==> src/hdl/msd_pkg.sv <==
// msd_pkg: shared types, constants and direction table of the move stream decoder.
// No dependencies.
package msd_pkg;

	localparam int INC_W = 28;

	localparam logic [1:0] SEL_TRIPLE = 2'd0;
	localparam logic [1:0] SEL_SHORT1 = 2'd1;
	localparam logic [1:0] SEL_SHORT2 = 2'd2;
	localparam logic [1:0] SEL_LONG   = 2'd3;

	localparam logic [31:0] TICK_RESTART = 32'hFFFF_FFFF;
	localparam logic [31:0] TRIPLE_STEP  = 32'd4;

	typedef enum logic [1:0] {
		OP_NONE,
		OP_TRIPLE,
		OP_MOVE,
		OP_ERROR
	} op_t;

	typedef struct packed {
		op_t              op;
		logic             restart;
		logic [8:0]       dir;
		logic [INC_W-1:0] inc;
	} cmd_t;

	function automatic logic [8:0] dir_mask(input logic [2:0] idx);
		logic [8:0] m;
		case (idx)
			3'd0: m = 9'd1;
			3'd1: m = 9'd2;
			3'd2: m = 9'd4;
			3'd3: m = 9'd8;
			3'd4: m = 9'd3;
			3'd5: m = 9'd6;
			3'd6: m = 9'd9;
			3'd7: m = 9'd12;
			default: m = 9'd0;
		endcase
		return m;
	endfunction

endpackage

==> src/hdl/msd_front.sv <==
// msd_front: accepts stream bytes, gathers multi-byte values and classifies them into commands.
// Depends on msd_pkg.
module msd_front import msd_pkg::*; (
	input  logic       clk,
	input  logic       arst_n,
	input  logic       accept,
	input  logic [7:0] data_byte,
	input  logic       first_byte,
	input  logic       last_byte,
	output logic       cmd_valid,
	output cmd_t       cmd
);

	logic [7:0] pend_q [4];
	logic [2:0] held_q, need_q;

	logic [2:0]  held_e, need_e, held_n, need_n, extra;
	logic        complete, pend_we;
	logic [1:0]  pend_idx;
	logic [7:0]  b0, v1, v2, v3, v4;
	logic [25:0] wide_d;
	logic [26:0] orth_d;
	logic [10:0] t2_d;
	logic [26:0] val_d;
	logic [8:0]  val_dir;

	assign held_e   = first_byte ? 3'd0 : held_q;
	assign need_e   = first_byte ? 3'd0 : need_q;
	assign complete = (held_e != 3'd0) &&
		((4'(held_e) + 4'd1 >= 4'(need_e)) || (held_e >= 3'd4));

	assign b0 = pend_q[0];
	assign v1 = (held_e == 3'd1) ? data_byte : pend_q[1];
	assign v2 = (held_e == 3'd2) ? data_byte : pend_q[2];
	assign v3 = (held_e == 3'd3) ? data_byte : pend_q[3];
	assign v4 = data_byte;
	assign extra = held_e - 3'd1;

	always_comb begin
		wide_d = {24'd0, v1[7:6]};
		if (extra > 3'd0)
			wide_d = wide_d | {16'd0, v2, 2'd0};
		if (extra > 3'd1)
			wide_d = wide_d | {8'd0, v3, 10'd0};
		if (extra > 3'd2)
			wide_d = wide_d | {v4, 18'd0};
	end

	assign orth_d = {v3, v2, v1, b0[7:5]};
	assign t2_d   = {v1, b0[7:5]};

	always_comb begin
		if (b0[1:0] == SEL_SHORT2) begin
			val_d   = 27'(t2_d);
			val_dir = dir_mask(b0[4:2]);
		end else if (b0[4]) begin
			val_d   = 27'(wide_d);
			val_dir = {v1[5:0], b0[7:5]};
		end else begin
			val_d   = orth_d;
			val_dir = dir_mask({1'b0, b0[3:2]});
		end
	end

	always_comb begin
		cmd_valid   = 1'b0;
		cmd.op      = OP_NONE;
		cmd.restart = first_byte;
		cmd.dir     = 9'd0;
		cmd.inc     = '0;
		held_n      = held_e;
		need_n      = need_e;
		pend_we     = 1'b0;
		pend_idx    = held_e[1:0];
		if (held_e == 3'd0) begin
			case (data_byte[1:0])
				SEL_TRIPLE: begin
					cmd_valid = 1'b1;
					cmd.op    = OP_TRIPLE;
					cmd.dir   = {1'b0, data_byte};
				end
				SEL_SHORT1: begin
					cmd_valid = 1'b1;
					cmd.op    = OP_MOVE;
					cmd.dir   = dir_mask(data_byte[4:2]);
					cmd.inc   = INC_W'(data_byte[7:5]) + INC_W'(1);
				end
				default: begin
					pend_we = 1'b1;
					if (data_byte[1:0] == SEL_SHORT2)
						need_n = 3'd2;
					else if (data_byte[4])
						need_n = 3'd2 + {1'b0, data_byte[3:2]};
					else
						need_n = 3'd4;
					held_n = 3'd1;
					if (last_byte) begin
						held_n    = 3'd0;
						need_n    = 3'd0;
						cmd_valid = 1'b1;
						cmd.op    = OP_ERROR;
					end else if (first_byte) begin
						cmd_valid = 1'b1;
						cmd.op    = OP_NONE;
					end
				end
			endcase
		end else if (complete) begin
			held_n    = 3'd0;
			need_n    = 3'd0;
			cmd_valid = 1'b1;
			cmd.op    = OP_MOVE;
			cmd.dir   = val_dir;
			cmd.inc   = INC_W'(val_d) + INC_W'(1);
		end else begin
			pend_we = 1'b1;
			held_n  = held_e + 3'd1;
			if (last_byte) begin
				held_n    = 3'd0;
				need_n    = 3'd0;
				cmd_valid = 1'b1;
				cmd.op    = OP_ERROR;
			end
		end
	end

	always_ff @(posedge clk or negedge arst_n) begin
		if (!arst_n) begin
			held_q <= 3'd0;
			need_q <= 3'd0;
		end else if (accept) begin
			held_q <= held_n;
			need_q <= need_n;
		end
	end

	always_ff @(posedge clk) begin
		if (accept && pend_we)
			pend_q[pend_idx] <= data_byte;
	end

endmodule

==> src/hdl/msd_queue.sv <==
// msd_queue: short command queue between the front and back parts.
// Depends on msd_pkg.
module msd_queue import msd_pkg::*; #(
	parameter int DEPTH = 4
) (
	input  logic clk,
	input  logic arst_n,
	input  logic wr_en,
	input  cmd_t wr_cmd,
	output logic full,
	input  logic rd_en,
	output logic rd_valid,
	output cmd_t rd_cmd
);

	localparam int PTR_W = (DEPTH > 1) ? $clog2(DEPTH) : 1;
	localparam int CNT_W = $clog2(DEPTH + 1);
	localparam logic [PTR_W-1:0] LAST_PTR = PTR_W'(DEPTH - 1);

	cmd_t             slot_q [DEPTH];
	logic [PTR_W-1:0] wr_ptr_q, rd_ptr_q;
	logic [CNT_W-1:0] cnt_q;

	assign full     = (cnt_q == CNT_W'(DEPTH));
	assign rd_valid = (cnt_q != '0);
	assign rd_cmd   = slot_q[rd_ptr_q];

	always_ff @(posedge clk or negedge arst_n) begin
		if (!arst_n) begin
			wr_ptr_q <= '0;
			rd_ptr_q <= '0;
			cnt_q    <= '0;
		end else begin
			if (wr_en)
				wr_ptr_q <= (wr_ptr_q == LAST_PTR) ? '0 : wr_ptr_q + PTR_W'(1);
			if (rd_en)
				rd_ptr_q <= (rd_ptr_q == LAST_PTR) ? '0 : rd_ptr_q + PTR_W'(1);
			if (wr_en && !rd_en)
				cnt_q <= cnt_q + CNT_W'(1);
			else if (rd_en && !wr_en)
				cnt_q <= cnt_q - CNT_W'(1);
		end
	end

	always_ff @(posedge clk) begin
		if (wr_en)
			slot_q[wr_ptr_q] <= wr_cmd;
	end

endmodule

==> src/hdl/msd_back.sv <==
// msd_back: executes queued commands, keeps the tick counter and drives the result register.
// Depends on msd_pkg.
module msd_back import msd_pkg::*; (
	input  logic        clk,
	input  logic        arst_n,
	input  logic        cmd_valid,
	input  cmd_t        cmd,
	output logic        cmd_pop,
	input  logic        pop,
	output logic        empty,
	output logic        kind,
	output logic [8:0]  move_dir,
	output logic [31:0] move_time,
	output logic        run_last
);

	logic [1:0]  sub_q, sub_n;
	logic [31:0] tick_q, tick_n, base;
	logic        out_v_q;
	logic        kind_q, last_q;
	logic [8:0]  dir_q;
	logic [31:0] time_q;

	logic        slot_free, emit, e_kind, e_last;
	logic [8:0]  e_dir;
	logic [31:0] e_time;
	logic [1:0]  tri_idx;

	assign slot_free = !out_v_q || pop;
	assign base = (cmd.restart && sub_q == 2'd0) ? TICK_RESTART : tick_q;

	always_comb begin
		case (sub_q)
			2'd0:    tri_idx = cmd.dir[3:2];
			2'd1:    tri_idx = cmd.dir[5:4];
			default: tri_idx = cmd.dir[7:6];
		endcase
	end

	always_comb begin
		cmd_pop = 1'b0;
		emit    = 1'b0;
		e_kind  = 1'b0;
		e_dir   = 9'd0;
		e_time  = 32'd0;
		e_last  = 1'b1;
		tick_n  = tick_q;
		sub_n   = sub_q;
		if (cmd_valid) begin
			case (cmd.op)
				OP_NONE: begin
					cmd_pop = 1'b1;
					tick_n  = TICK_RESTART;
				end
				OP_ERROR: begin
					if (slot_free) begin
						emit    = 1'b1;
						e_kind  = 1'b1;
						cmd_pop = 1'b1;
						tick_n  = base;
					end
				end
				OP_MOVE: begin
					if (slot_free) begin
						emit    = 1'b1;
						e_dir   = cmd.dir;
						e_time  = base + 32'(cmd.inc);
						tick_n  = e_time;
						cmd_pop = 1'b1;
					end
				end
				OP_TRIPLE: begin
					if (slot_free) begin
						emit   = 1'b1;
						e_dir  = dir_mask({1'b0, tri_idx});
						e_time = base + TRIPLE_STEP;
						tick_n = e_time;
						e_last = (sub_q == 2'd2);
						if (sub_q == 2'd2) begin
							cmd_pop = 1'b1;
							sub_n   = 2'd0;
						end else begin
							sub_n = sub_q + 2'd1;
						end
					end
				end
				default: begin
					cmd_pop = 1'b1;
				end
			endcase
		end
	end

	always_ff @(posedge clk or negedge arst_n) begin
		if (!arst_n) begin
			tick_q  <= TICK_RESTART;
			sub_q   <= 2'd0;
			out_v_q <= 1'b0;
		end else begin
			tick_q <= tick_n;
			sub_q  <= sub_n;
			if (emit)
				out_v_q <= 1'b1;
			else if (pop)
				out_v_q <= 1'b0;
		end
	end

	always_ff @(posedge clk) begin
		if (emit) begin
			kind_q <= e_kind;
			dir_q  <= e_dir;
			time_q <= e_time;
			last_q <= e_last;
		end
	end

	assign empty     = !out_v_q;
	assign kind      = kind_q;
	assign move_dir  = dir_q;
	assign move_time = time_q;
	assign run_last  = last_q;

endmodule

==> src/hdl/move_stream_decoder_core.sv <==
// A command is queued at the edge that accepts its byte, and the result register loads from the queue
// head once the register is free. Throughput: one byte per cycle at the input while the queue is not
// full; the result register passes one move a cycle while popped; a triple byte gives three moves.
// The command queue (QUEUE_DEPTH entries) absorbs bursts between the two parts.
// Reset: asynchronous, active low; tick counter set to all ones, queue and partial value emptied.
// Depends on msd_pkg, msd_front, msd_queue, msd_back.
module move_stream_decoder_core import msd_pkg::*; #(
	parameter int QUEUE_DEPTH = 4
) (
	input  logic        clk,
	input  logic        arst_n,
	input  logic        push,
	output logic        full,
	input  logic [7:0]  data_byte,
	input  logic        first_byte,
	input  logic        last_byte,
	output logic        empty,
	input  logic        pop,
	output logic        kind,
	output logic [8:0]  move_dir,
	output logic [31:0] move_time,
	output logic        run_last
);

	logic in_acc, f_valid, q_push, q_full, q_valid, q_pop;
	cmd_t f_cmd, q_cmd;

	assign full   = q_full;
	assign in_acc = push && !q_full;
	assign q_push = in_acc && f_valid;

	msd_front u_front (
		.clk        (clk),
		.arst_n     (arst_n),
		.accept     (in_acc),
		.data_byte  (data_byte),
		.first_byte (first_byte),
		.last_byte  (last_byte),
		.cmd_valid  (f_valid),
		.cmd        (f_cmd)
	);

	msd_queue #(
		.DEPTH (QUEUE_DEPTH)
	) u_queue (
		.clk      (clk),
		.arst_n   (arst_n),
		.wr_en    (q_push),
		.wr_cmd   (f_cmd),
		.full     (q_full),
		.rd_en    (q_pop),
		.rd_valid (q_valid),
		.rd_cmd   (q_cmd)
	);

	msd_back u_back (
		.clk       (clk),
		.arst_n    (arst_n),
		.cmd_valid (q_valid),
		.cmd       (q_cmd),
		.cmd_pop   (q_pop),
		.pop       (pop),
		.empty     (empty),
		.kind      (kind),
		.move_dir  (move_dir),
		.move_time (move_time),
		.run_last  (run_last)
	);

	a_err_fields: assert property (@(posedge clk) disable iff (!arst_n)
		(!empty && kind) |-> (move_dir == 9'd0 && move_time == 32'd0 && run_last))
		else $error("error item with nonzero fields");

	a_pop_valid: assert property (@(posedge clk) disable iff (!arst_n)
		q_pop |-> q_valid)
		else $error("command popped from empty queue");

	a_push_room: assert property (@(posedge clk) disable iff (!arst_n)
		q_push |-> !q_full)
		else $error("command pushed into full queue");

	a_out_known: assert property (@(posedge clk) disable iff (!arst_n)
		!empty |-> !$isunknown({kind, move_dir, move_time, run_last}))
		else $error("result item with unknown fields");

endmodule
==> config.mk <==
export PLATFORM = sky130hd
export DESIGN_NAME = move_stream_decoder_core
export DESIGN_NICKNAME = d
export VERILOG_FILES = /design/src/hdl/msd_pkg.sv /design/src/hdl/msd_front.sv /design/src/hdl/msd_queue.sv /design/src/hdl/msd_back.sv /design/src/hdl/move_stream_decoder_core.sv
export SDC_FILE = /design/constraint.sdc
export NUM_CORES = 1
export LEC_CHECK = 0
export ABC_AREA = 1
export BUFFER_PORTS_ARGS = -buffer_cell sky130_fd_sc_hd__buf_2
export CAP_MARGIN = 15
export CORE_ASPECT_RATIO = 0.8
export CORE_MARGIN = 2
export CORE_UTILIZATION = 45
export DETAILED_ROUTE_END_ITERATION = 12
export SKIP_LAST_GASP = 1
export SLEW_MARGIN = 40
export SYNTH_ARGS = -nofsm -noshare
export SYNTH_HDL_FRONTEND = slang
export SYNTH_SLANG_ARGS = --single-unit
==> constraint.sdc <==
create_clock -name clk -period 7.95 [get_ports clk]
set_input_delay 1.9875 -clock clk [delete_from_list [all_inputs] [get_ports clk]]
set_output_delay 1.9875 -clock clk [all_outputs]
set_load 0.1 [all_outputs]
# Yosys cells after proc, flatten, opt, wreduce, memory -nomap -nowiden
# Memory sizes are Yosys's and may differ from the RTL's.
# Cells that the tools add are included.
# op_classes
n_eq_ne	23
n_addsub	13
n_lt_le_gt_ge	5
bitwise_logic	3
reduce_logical	29
n_mux	73
# op_table
operator	n
$mux 32	6
$pmux 32 s4	1
$mux 26	3
$mux 37	2
$pmux 9 s4	2
$pmux 32 s2	1
$mux 27	2
$mux 3	15
$mux 9	4
$pmux 9 s2	2
$add 32x28->32	1
$add 32x3->32 const B	1
$add 27x1->28 const B	1
$mux 28	1
$or 26x18->26	1
$or 26x26->26	1
$mux 8	3
$eq 2x2->1 const B	11
$mux 1	22
$mux 2	6
$eq 2x1->1 const B	5
$logic_not 2->1	5
$or 2x10->10	1
$add 3x1->4 const B	2
25 further kinds	47
# totals
output_inout_bits	45
wordCells	162
n_memories	4
ramBits	192
mem_bits_ro	64
regBits	91
# memory_table
memory	depth	width	read_ports	rd_clocked_by_memory_dff	wr	line_no	text
u_queue.slot_q	4	40	1	0	1	msd_queue.sv:20	cmd_t slot_q [DEPTH];
(name not given)	8	4	1	0	0	msd_pkg.sv:31	case (idx)
(name not given)	8	4	1	0	0	msd_pkg.sv:31	
u_front.pend_q	4	8	4	0	1	msd_front.sv:14	logic [7:0] pend_q [4];

# Longest topological paths before layout
# depth
depth_word	14
mapped_depth	24
mapped_depth_nobuf	23

# Hierarchy
# From an unflattened synthesis, not the netlist that was laid out.
# unflattened
hier_cells	2170
area_unflattened_um2	17480.5
# modules_own_cells
mod	cells_per_inst	seq_area_each_um2	instances	area_each_um2
msd_back	1073	2207.1	1	7011.7
msd_queue	520	4979.8	1	6804.0
msd_front	572	1111.1	1	3641.0
move_stream_decoder_core	5	0.0	1	23.8

# Worst setup path before layout
# No wires, ideal clock.
# synth_timing
path_type	input-to-reg
from	input first_byte
to	memory u_queue.slot_q[0][0] (netlist bit), enable pin
setup_slack_ps	2137
cell_stages	13
setup_ps	438
arrival_ps	5376
cell_sequence	inv_2 -> nand2_1 -> inv_1 -> ha_1 -> ha_1 -> inv_1 -> ha_1 -> o21ai_0 -> nand3_1 -> inv_1 -> nand3_1 -> o311ai_0 -> nor2_1
# synth_via
elab_chain_cells	10
word_cells_on_any_way	17
classes_between	add/sub (1); order compare (2); mux (9); reduce/logical (5)
# synth_rtl
item	line_no	text
from (decl)	move_stream_decoder_core.sv:15	input logic first_byte,
$mux 3	msd_front.sv:27	assign held_e = first_byte ? 3'd0 : held_q;
$add 3x1->4	msd_front.sv:30	((4'(held_e) + 4'd1 >= 4'(need_e)) || (held_e >= 3'd4));
$ge 4x3->1	msd_front.sv:30	
$logic_or 1x1->1	msd_front.sv:30	
$logic_and 1x1->1	msd_front.sv:29	assign complete = (held_e != 3'd0) &&
$mux 1	msd_front.sv:108	end else if (complete) begin
$mux 1 *	msd_front.sv:75	if (held_e == 3'd0) begin
$logic_and 1x1->1 *	move_stream_decoder_core.sv:30	assign q_push = in_acc && f_valid;
$mux 1 *	msd_queue.sv:46	if (wr_en)
$mux 1 (not written as such) *	msd_queue.sv:47	slot_q[wr_ptr_q] <= wr_cmd;
to (decl)	msd_queue.sv:20	
# Every way passes the cells marked *; elsewhere a longest branch is shown, timed or not.

# Worst setup path after layout
# layout_timing
from	input first_byte
to	memory u_front.pend_q[3][4], enable pin
# layout_via
elab_chain_cells	10
word_cells_on_any_way	14
classes_between	add/sub (1); order compare (2); mux (6); reduce/logical (5)
# layout_rtl
item	line_no	text
$mux 3	msd_front.sv:27	
$add 3x1->4	msd_front.sv:30	
$ge 4x3->1	msd_front.sv:30	
$logic_or 1x1->1	msd_front.sv:30	
$logic_and 1x1->1	msd_front.sv:29	
$mux 1	msd_front.sv:108	
$mux 1	msd_front.sv:75	
$logic_and 1x1->1	msd_front.sv:138	if (accept && pend_we)
$mux 1	msd_front.sv:138	
$mux 1 (not written as such)	msd_front.sv:139	pend_q[pend_idx] <= data_byte;
to (decl)	msd_front.sv:14	
# Several ways; a longest one is shown, not always the timed one.

==> flow_results.org <==
** Outcome
- Outcome :: complete, no violations

** Clocking
- Total number of clock tree sinks :: 283
- The cell sitting at the root of the clock tree is a sky130_fd_sc_hd__clkbuf_16.
- In this run the number of H-tree levels came out at 1.
- Post-cts sizing count :: 0
- Once the clock tree was built, the setup fixing pass inserted 0 buffers.
- The number of clock buffers added by TritonCTS is 29.
- Clock latency on the worst-skew pair, taken at its later pin, is 0.57 ns.
- TritonCTS built the clock tree.
- Number of buffers between clock root and the deepest sink :: 3
- Clock-pin slew was measured on the worst setup and hold paths at 0.06 ns.
- Buffers inserted to repair hold after CTS numbered 0.

** Drt
- M1 wire length :: 20700 um
- Post-DR wirelength/cell :: 17.7 um
- Wires add up to 42400 um.
- Routed vias :: 13200
- Via count normalized by instance count :: 5.52
- After detailed routing, the met3 layer carries 3200 um of wire.
- In this run the top signal layer used is met4.
- DRC errors left :: 0
- DR WL met2 :: 17700 um
- Remaining antenna violation count :: 0
- Pre-Repair DR Iteration Count :: 7
- The first routing iteration left 1315 violations.

** Run
- Max Cap Viol :: 0

** GRT
- The number of global-route vias before repair was 12100.
- Total congestion overflow after global routing :: 0
- All-Layer GR Usage :: 22.6%
- Entering global routing, the biggest net connects 73 pins.
- The initial antenna violation count was 0.
- The first global-routing pass estimated 67600 um of wire.

** Timing
- The smallest clock period supported by the final layout is computed as 5.34 ns.
- Share of the clock period used by the worst path :: 67.2%
- Maximum achievable frequency :: 187 MHz
- The number of hold-slack violations in the final timing report was 0.
- Setup_tns :: 0 ns
- RSZ-0062 raised after global routing :: no
- Count of final max-slew check failures :: 0
- Relative slew margins :: 46.3%
- Setup violations remaining at the end of the flow were counted as 0.
- Post-Route Skew :: 0.0231 ns
- Slew at the pin closest to its max-slew limit :: 0.806 ns

** Synth
- Of all cell types, the one taking the most synthesized area is sky130_fd_sc_hd__edfxtp_1.
- Synthesis warning total :: 0
- For this run, the leading register cell type out of synthesis is sky130_fd_sc_hd__edfxtp_1.
- Summing the sequential cell areas from Yosys gives 51.0% of the chip area.
- A synthesized cell averages 8.83 um2.
- After synthesis, the share of flip-flops with an asynchronous set or reset is 17.0%.
- The share of synthesized area in the top cell type comes to 43.4%.
- Count of cell types in the netlist :: 66
- Synthesis handed over a netlist of 1844 instances.
- Total nets after synthesis :: 1911
- Synthesis inferred 283 register bits.
- Count of flip-flops with a built-in enable after synthesis :: 235
- Area of the mapped netlist :: 0.0163 mm2
- Top area cells in the synthesized netlist :: sky130_fd_sc_hd__edfxtp_1, sky130_fd_sc_hd__nand2_1, sky130_fd_sc_hd__nor2_1

** Finish
- Most common library cell in the layout ignoring fill and taps :: sky130_fd_sc_hd__nand2_1
- Fill cells in the final layout number 3281.
- After the last flow step, the layout net total stands at 1959.
- Compared with the post-synthesis result, the final layout area differs by 10.4%.
- Cells with a size suffix above 1 make up 13.9% of the layout.
- Area taken by flip-flops and latches :: 0.00830 mm2
- Leading cell types in the layout, fill and taps excluded :: sky130_fd_sc_hd__nand2_1, sky130_fd_sc_hd__edfxtp_1, sky130_fd_sc_hd__nor2_1
- 0 antenna diodes ended up in the layout.
- Multi-input gate area :: 0.00688 mm2

** Worst setup path
- Slack of the worst reg-to-reg path :: 2.79 ns
- Of all nets on the critical path, the largest fanout is 20.
- STA puts the critical path data arrival time at 5.53 ns.
- The worst setup path is launched from a primary input.
- The critical path is of the in2reg type.
- Type of element capturing the critical path :: flop
- Data required time of the worst path :: 8.14 ns

** Place
- Total half-perimeter wirelength after legalization and detailed placement :: 30800 um
- Weighted congestion at the end of routability-driven global placement :: 0.981
- Port buffering added 58 buffers.

** Floorplanning
- In this run the horizontal extent of the chip is 217 um.
- The floorplan step defined a die boundary enclosing 0.0377 mm2.
- Total core area :: 0.0358 mm2
- Total number of placement rows :: 62
- Die Ht :: 174 um
- For this design the top-level I/O count stands at 59.
- Initial core utilization :: 45.5%

** Min path
- Worst Hold Class :: reg2reg
==> layer usage <==
metal | up-vias | track usage (%)
li1 | 6477 | -
met1 | 6220 | 35.3
met2 | 462 | 33.1
met3 | 60 | 3.55
met4 | 0 | 4.91
met5 | - | 0
==> state kept, by name (all words and copies together), names as in the netlist <==
| signal | flops |
|---|---|
| u_back.run_last | 1 |
| u_front.held_q | 3 |
| u_back.move_time | 32 |
| u_queue.cnt_q | 3 |
| u_queue.slot_q | 160 |
| u_back.tick_q | 32 |
| u_queue.wr_ptr_q | 2 |
| u_front.need_q | 3 |
| u_front.pend_q | 32 |
| u_back.move_dir | 9 |
| u_queue.rd_ptr_q | 2 |
| u_back.sub_q | 2 |
| u_back.kind | 1 |
| u_back.out_v_q | 1 |
==> metrics by stage <==
| stage | setup WS (ns) | hold WS (ns) | utilization, % | std cells | cell area (um2) |
|---|---|---|---|---|---|
| 6_report | 2.61 | 0.476 | 50.2 | 2395 | 18000 |
| 5_1_grt | 2.20 | 0.488 | 50.2 | 2395 | 18000 |
| 4_1_cts | 2.48 | 0.475 | 50.2 | 2395 | 18000 |
| 3_5_place_dp | 2.00 | 0.464 | 47.7 | 2341 | 17000 |
| 3_3_place_gp | 2.21 | 0.457 | 47.7 | 2341 | 17000 |
| 2_1_floorplan | 2.14 | 0.446 | - | 1844 | 16300 |
==> cell families after synthesis <==
family	count (synthesis)	share of synthesized area [%]
fa+ha+maj	53	4.17
flops	283	51.0
buf+inv	285	7.02
compound gates	412	14.5
mux	1	0.0692
simple gates	791	22.3
xor+xnor	19	1.02
==> final timing paths <==
check                                    start                    to  cells past startpoint
hold reg to reg               u_back.tick_q[0]      u_back.tick_q[0]                      2
setup / recovery                    first_byte  u_front.pend_q[3][4]                     16
hold / removal                u_back.tick_q[0]      u_back.tick_q[0]                      2
min in group asynchronous               arst_n     u_front.held_q[1]                      2
max in group asynchronous               arst_n   u_queue.rd_ptr_q[0]                      2
setup reg to reg           u_queue.rd_ptr_q[0]  u_back.move_time[31]                     19
==> Yosys cell counts, types with 4 or more instances <==
| cell type | instances |
|---|---|
| sky130_fd_sc_hd__nor2_2 | 12 |
| sky130_fd_sc_hd__a32o_1 | 8 |
| sky130_fd_sc_hd__a31oi_1 | 4 |
| sky130_fd_sc_hd__nand2_2 | 23 |
| sky130_fd_sc_hd__o22ai_1 | 52 |
| sky130_fd_sc_hd__nor2_4 | 10 |
| sky130_fd_sc_hd__buf_6 | 4 |
| sky130_fd_sc_hd__nand2_4 | 8 |
| sky130_fd_sc_hd__nand4_1 | 23 |
| sky130_fd_sc_hd__xor2_1 | 9 |
| sky130_fd_sc_hd__dfrtp_1 | 16 |
| sky130_fd_sc_hd__o21ai_2 | 4 |
| sky130_fd_sc_hd__inv_2 | 13 |
| sky130_fd_sc_hd__a21oi_1 | 142 |
| sky130_fd_sc_hd__inv_1 | 208 |
| sky130_fd_sc_hd__a21oi_2 | 4 |
| sky130_fd_sc_hd__nor4_1 | 4 |
| sky130_fd_sc_hd__clkinv_1 | 5 |
| sky130_fd_sc_hd__nor3_1 | 29 |
| sky130_fd_sc_hd__edfxtp_1 | 235 |
| sky130_fd_sc_hd__buf_2 | 13 |
| sky130_fd_sc_hd__ha_1 | 51 |
| sky130_fd_sc_hd__nand3_1 | 128 |
| sky130_fd_sc_hd__buf_1 | 5 |
| sky130_fd_sc_hd__o21ai_1 | 23 |
| sky130_fd_sc_hd__or2_2 | 12 |
| sky130_fd_sc_hd__a32oi_1 | 9 |
| sky130_fd_sc_hd__dfstp_2 | 32 |
| sky130_fd_sc_hd__nor2_1 | 225 |
| sky130_fd_sc_hd__nand2_1 | 295 |
| sky130_fd_sc_hd__nand3b_1 | 6 |
| sky130_fd_sc_hd__xnor2_1 | 10 |
| sky130_fd_sc_hd__o21ai_0 | 137 |
| sky130_fd_sc_hd__o32ai_1 | 4 |
| sky130_fd_sc_hd__clkbuf_1 | 33 |
==> layout make-up <==
type	instances	area share, %
clock inverter	17	0.843
tap	480	3.34
inverter	227	4.76
timing repair buffer	75	2.33
clock buffer	37	4.26
multi-input combinational	1276	38.3
sequential	283	46.2
==> critical path, stage by stage <==
cell and delay (ns):
sky130_fd_sc_hd__buf_2 0.14, sky130_fd_sc_hd__inv_2 0.15, sky130_fd_sc_hd__nand2_1 0.16, sky130_fd_sc_hd__inv_1 0.21, sky130_fd_sc_hd__ha_1 0.29, sky130_fd_sc_hd__inv_1 0.11, sky130_fd_sc_hd__ha_1 0.24, sky130_fd_sc_hd__a21boi_0 0.12
sky130_fd_sc_hd__o21ai_0 0.15, sky130_fd_sc_hd__nand3_1 0.13, sky130_fd_sc_hd__inv_1 0.15, sky130_fd_sc_hd__nor2_1 0.06, sky130_fd_sc_hd__buf_4 0.19, sky130_fd_sc_hd__inv_1 0.54, sky130_fd_sc_hd__nand3_1 0.31, sky130_fd_sc_hd__nor2_1 0.59
Power is not shown: default switching activity piles up to over one toggle a cycle in this logic, so the estimate is an artifact.
